==> config.mk <==
export PLATFORM = sky130hd
export DESIGN_NAME = kts_ctrl
export DESIGN_NICKNAME = d
export VERILOG_FILES = /design/src/design/kts_pkg.sv /design/src/design/kts_ctrl.sv
export SDC_FILE = /design/constraint.sdc
export NUM_CORES = 1
export LEC_CHECK = 0
export BUFFER_PORTS_ARGS = -buffer_cell sky130_fd_sc_hd__buf_2
export CAP_MARGIN = 20
export CORE_AREA = 2 2 39 41
export DETAILED_ROUTE_END_ITERATION = 8
export DIE_AREA = 0 0 41 43
export GPL_TIMING_DRIVEN = 0
export PLACE_DENSITY = 0.57
export SLEW_MARGIN = 20
export SYNTH_ARGS = -nofsm -noshare
export SYNTH_HDL_FRONTEND = slang
export SYNTH_SLANG_ARGS = --single-unit
==> constraint.sdc <==
create_clock -name clk -period 1.9 [get_ports clk]
set_input_delay 0.19 -clock clk [delete_from_list [all_inputs] [get_ports clk]]
set_output_delay 0.19 -clock clk [all_outputs]
set_load 0.005 [all_outputs]
==> src/design/kts_pkg.sv <==
// shared constants, codes and controller/datapath interface types
// for the keyed table search block; no dependencies
package kts_pkg;

  // table geometry
  localparam int TABLE_DEPTH = 256;
  localparam int KEY_WIDTH   = 32;
  localparam int ADDR_W      = $clog2(TABLE_DEPTH);
  localparam int POS_W       = 9;
  localparam int CFG_IDX_W   = 2;
  localparam int CFG_DATA_W  = 9;

  // input actions
  localparam logic ACT_WRITE  = 1'b0;
  localparam logic ACT_SEARCH = 1'b1;

  // search modes
  localparam logic [1:0] MODE_UNORDERED = 2'd0;
  localparam logic [1:0] MODE_ORDERED   = 2'd1;
  localparam logic [1:0] MODE_BINARY    = 2'd2;

  // configuration register indexes
  localparam logic [CFG_IDX_W-1:0] REG_ENTRY_COUNT = 2'd0;
  localparam logic [CFG_IDX_W-1:0] REG_SEARCH_MODE = 2'd1;

  // result source select
  localparam logic [1:0] RES_ZERO = 2'd0;
  localparam logic [1:0] RES_PEND = 2'd1;
  localparam logic [1:0] RES_MID  = 2'd2;

  typedef struct packed {
    logic       mem_write;   // store the input key at the input position
    logic       load;        // capture key and bounds for a new search
    logic       scan_issue;  // read at the scan pointer and step it down
    logic       bin_issue;   // read at the midpoint of the window
    logic       bin_lower;   // move the upper bound below the midpoint
    logic       bin_raise;   // move the lower bound above the midpoint
    logic       finish;      // present a result for one cycle
    logic [1:0] res_sel;
  } ctrl_cmd_t;

  typedef struct packed {
    logic       count_zero;  // no positions in use
    logic [1:0] mode;
    logic       scan_more;   // scan pointer not yet at zero
    logic       pend_valid;  // registered read data belongs to a scan read
    logic       eq;          // sought key equals read key
    logic       lt;          // sought key below read key
    logic       bin_empty;   // binary window is empty
  } dp_status_t;

endpackage

==> src/design/kts_ctrl.sv <==
// controller state machine for the keyed table search block
// depends on kts_pkg; drives the datapath through ctrl_cmd_t
module kts_ctrl (
  input  logic               clk,
  input  logic               rst,
  input  logic               start,
  input  logic               action,
  input  kts_pkg::dp_status_t status,
  output kts_pkg::ctrl_cmd_t  cmd,
  output logic               busy
);
  import kts_pkg::*;

  localparam logic [1:0] ST_IDLE    = 2'd0;
  localparam logic [1:0] ST_SCAN    = 2'd1;
  localparam logic [1:0] ST_BIN_RD  = 2'd2;
  localparam logic [1:0] ST_BIN_CMP = 2'd3;

  logic [1:0] state;
  logic [1:0] state_next;
  logic       scan_hit;

  assign busy = (state != ST_IDLE);

  // ordered scan stops at the first key not above the sought one
  assign scan_hit = (status.mode == MODE_UNORDERED) ? status.eq : !status.lt;

  // next state and commands
  always_comb begin
    state_next = state;
    cmd        = '0;
    cmd.res_sel = RES_ZERO;
    case (state)
      ST_IDLE: begin
        if (start) begin
          if (action == ACT_WRITE) begin
            cmd.mem_write = 1'b1;
          end else begin
            cmd.load = 1'b1;
            if (status.count_zero || !(status.mode inside
                {MODE_UNORDERED, MODE_ORDERED, MODE_BINARY})) begin
              cmd.finish = 1'b1;
            end else if (status.mode == MODE_BINARY) begin
              state_next = ST_BIN_RD;
            end else begin
              state_next = ST_SCAN;
            end
          end
        end
      end
      ST_SCAN: begin
        if (status.pend_valid && scan_hit) begin
          cmd.finish  = 1'b1;
          cmd.res_sel = status.eq ? RES_PEND : RES_ZERO;
          state_next  = ST_IDLE;
        end else if (!status.scan_more) begin
          cmd.finish = 1'b1;
          state_next = ST_IDLE;
        end else begin
          cmd.scan_issue = 1'b1;
        end
      end
      ST_BIN_RD: begin
        if (status.bin_empty) begin
          cmd.finish = 1'b1;
          state_next = ST_IDLE;
        end else begin
          cmd.bin_issue = 1'b1;
          state_next    = ST_BIN_CMP;
        end
      end
      ST_BIN_CMP: begin
        if (status.eq) begin
          cmd.finish  = 1'b1;
          cmd.res_sel = RES_MID;
          state_next  = ST_IDLE;
        end else begin
          cmd.bin_lower = status.lt;
          cmd.bin_raise = !status.lt;
          state_next    = ST_BIN_RD;
        end
      end
      default: begin
        state_next = ST_IDLE;
      end
    endcase
  end

  // state register
  always_ff @(posedge clk) begin
    if (rst) begin
      state <= ST_IDLE;
    end else begin
      state <= state_next;
    end
  end

endmodule

==> impl_metrics.csv <==
group,metric,value,unit
pwr,p_seq_share,22.7,%
worst_setup_path,path_depth,4,
synthesis,synth-xor-area-share,0,%
floorplanning,die_area,1760,um^2
timing,whs,0.166,ns
synthesis,ys_ff_latch,2,
pwr,clock_power_share,49.8,%
synthesis,synth.distinct_cells,27,
layout,largest_register_ffs,2,
synthesis,yosysMostFrequentCell,"nor3b_1",
clock_network,cts_buffers,3,
layout,drive_above_1_share,52.5,%
global_routing,grt_max_degree,11,
clock_network,cts-resized-gates,0,
worst_setup_path,worstPathMaxFanout,10,
pwr,p_comb_share,27.6,%
floorplanning,rows,14,
synthesis,synth-main-ff-cell,"dfxtp_1",
pwr,internal_power,0.000141,W
worst_setup_path,max_stage_delay,0.35,ns
job,cap_violations,0,
synthesis,yosys.area_share.adder,0,%
clock_network,cts_hold_buf,0,
layout,multiInputGateArea,229,um^2
synthesis,synthMuxAreaShare,0,%
worst_setup_path,path_class,"reg -> out",
timing,min_period,1.58,ns
synthesis,synthCells,37,
worst_setup_path,critical-path-top-delay-family,"compound AO/OA/AOI/OAI gates",
global_routing,grt.overflow.total,0,
detailed_routing,drtIter0Drc,8,
clock_network,ctsLongestPathBuffers,2,
floorplanning,ios,22,
floorplanning,coreArea,1380,um^2
detailed_routing,vias,380,
synthesis,async_reset_ff_share,0,%
synthesis,post_synth.cell_area_avg,8.01,um^2
layout,area_growth,49.8,%
timing,slew_viol_final,0,
synthesis,synth-compound-area-share,36.3,%
worst_setup_path,cp_cell_sequence,"buf_4 > o31a_2 > a31oi_1 > buf_2",
timing,hold_violations,0,
global_routing,grt_first_pass_wirelength,1470,um
placement,hpwlAfterDp,709,um
detailed_routing,dr.pass1.iters,4,
worst_setup_path,critPathSlowestCell,"o31a_2",
timing,finalSetupTns,0,ns
layout,utilization,32.1,%
layout,antenna_cells,0,
worst_hold_path,hold_depth,2,
clock_network,insertion_delay,0.23,ns
synthesis,syn_area,297,um^2
worst_setup_path,required,1.71,ns
timing,rsz0062_at_grt,"no",
clock_network,clkSinkCount,2,
status,status,"finished, final reports clean",
synthesis,synth-simple-area-share,40.9,%
synthesis,netlist.area_leader.share,13.5,%
clock_network,cts_tree,"yes",
pwr,power_leakage,0.225,nW
pwr,swShare,28.1,%
worst_setup_path,startpoint_type,"flop",
timing,max_slew_margin,72.3,%
timing,worst_pin_slew,0.411,ns
floorplanning,die_w,41,um
global_routing,grt_util_all_layers,12.2,%
synthesis,yosysTopAreaCell,"dfxtp_1",
worst_setup_path,crit_arrival,1.39,ns
timing,finalClockSkew,0.00386,ns
global_routing,antenna_found_initial,0,
clock_network,htreeDepth,1,
placement,gp_congestion,0.738,
detailed_routing,ant_nets,0,
floorplanning,die_y,43,um
detailed_routing,routed_wl,909,um
synthesis,synth-edff-count,0,
timing,max_freq,635,MHz
detailed_routing,drt-wirelength-per-cell,11.8,um
layout,reg_top3,"state: 2 flops",
worst_setup_path,end_kind,"primary output",
layout,largest-register,"state",
detailed_routing,vias_per_cell,4.94,
synthesis,synth_top_family_by_area,"simple AND/OR/NAND/NOR gates",
synthesis,synth-warning-count,0,
clock_network,post_cts.repair.setup_buffers,0,
layout,nets,75,
layout,fill_cells,152,
placement,port_buffers,21,
clock_network,clock-root-buffer,"clkbuf_4",
worst_hold_path,min_path_type,"in -> reg",
clock_network,clk_pin_slew,0.03,ns
pwr,irDropWorstVdd,0.109,mV
timing,timing.final.crit_share,82.9,%
worst_setup_path,r2r.worst_path.cells,3,
detailed_routing,drc,0,
synthesis,syn_nets,49,
timing,setup_violations,0,
pwr,power.switching,0.0000550,W
synthesis,ys_top_cells_by_area,"dfxtp_1 14%, nor3b_1 10%, buf_12 6.8%",
worst_setup_path,crit_buf_inv,2,
global_routing,grt_pass1_vias,365,
layout,seqCellArea,40.0,um^2
pwr,powerDensity,441,nW/um^2
floorplanning,initial_utilization,21.4,%
synthesis,seq_area_frac_synth,13.5,%
[kinds of logic (layout without fill, tap and decap cells)]
| logic type | count (synthesis) | in the layout |
|---|---|---|
| AND/OR/NAND/NOR | 19 | 19 |
| AO/OA/AOI/OAI | 14 | 14 |
| flip-flops | 2 | 2 |
| buffers and inverters | 2 | 26 |
[power by group through the flow]
stage	sequential (W)	clock [W]	combinational, W
after CTS	0.0000444	0.000101	0.0000542
after global placement	0.0000448	0	0.0000529
after floorplan	0.0000447	0	0.0000253
after global routing	0.0000445	0.000103	0.0000611
final	0.0000444	0.0000974	0.0000540
after detailed placement	0.0000449	0	0.0000540
[area by class of cell]
cell class | count | area share, %
multi-input combinational | 33 | 51.5
tap | 16 | 4.51
buffer | 2 | 6.20
clock buffer | 3 | 5.07
sequential | 2 | 9.01
timing repair buffer | 21 | 23.7
[worst register-to-register path: cells and delay by family (launching register included)]
kind / cells / cell delay (ns)
and+or+nand+nor: 1 / 0.36
DFF: 1 / 0.32
AOI/OAI and AO/OA: 1 / 0.27
buffers and inverters: 1 / 0.14
[routing by layer]
| layer | vias to the layer above | wire length, um | global-route usage, % |
|---|---|---|---|
| met5 | - | 0 | 0 |
| met4 | 0 | 14 | 8.00 |
| met1 | 162 | 361 | 14.6 |
| met3 | 2 | 65 | 0 |
| li1 | 198 | - | - |
| met2 | 18 | 467 | 20.0 |
[stage by stage]
| step | worst slack (ns) | power [W] | instances | area (um^2) |
|---|---|---|---|---|
| finish | 0.325 | 0.000196 | 77 | 444 |
| global route | 0.264 | 0.000208 | 77 | 444 |
| CTS | 0.316 | 0.000200 | 77 | 444 |
| detailed placement | 0.569 | 0.0000988 | 74 | 422 |
| global placement | 0.595 | 0.0000977 | 74 | 422 |
| floorplan | 0.720 | 0.0000700 | 37 | 297 |
[worst paths after layout]
path	startpoint	end	slack, ns
max	state[1]$_SDFFE_PP0P_	cmd[2]	0.32
min reg2reg	state[0]$_SDFFE_PP0P_	state[1]$_SDFFE_PP0P_	0.72
min	rst	state[1]$_SDFFE_PP0P_	0.17
max reg2reg	state[0]$_SDFFE_PP0P_	state[1]$_SDFFE_PP0P_	0.71
[cells in the final DEF (no fill, tap or decap)]
master,Yosys,final
buf_2,0,21
nor3b_1,4,4
clkbuf_4,0,3
and3_1,2,2
o21ai_0,2,2
nor2b_1,2,2
nand2_1,2,2
nor2_1,2,2
nor3_1,2,2
dfxtp_1,2,2
buf_12,1,1
buf_4,1,1
and4_1,1,1
and2b_2,1,1
or2_2,1,1
o311ai_0,1,1
o211ai_1,1,1
o21a_1,1,1
a21oi_2,1,1
a21oi_1,1,1
o31a_2,1,1
a31oi_1,1,1
a21bo_2,1,1
or3b_1,1,1
a211oi_1,1,1
a31o_2,1,1
a2111oi_0,1,1
and3b_1,1,1
a22o_1,1,1
Power figures use the tool's default switching activity.
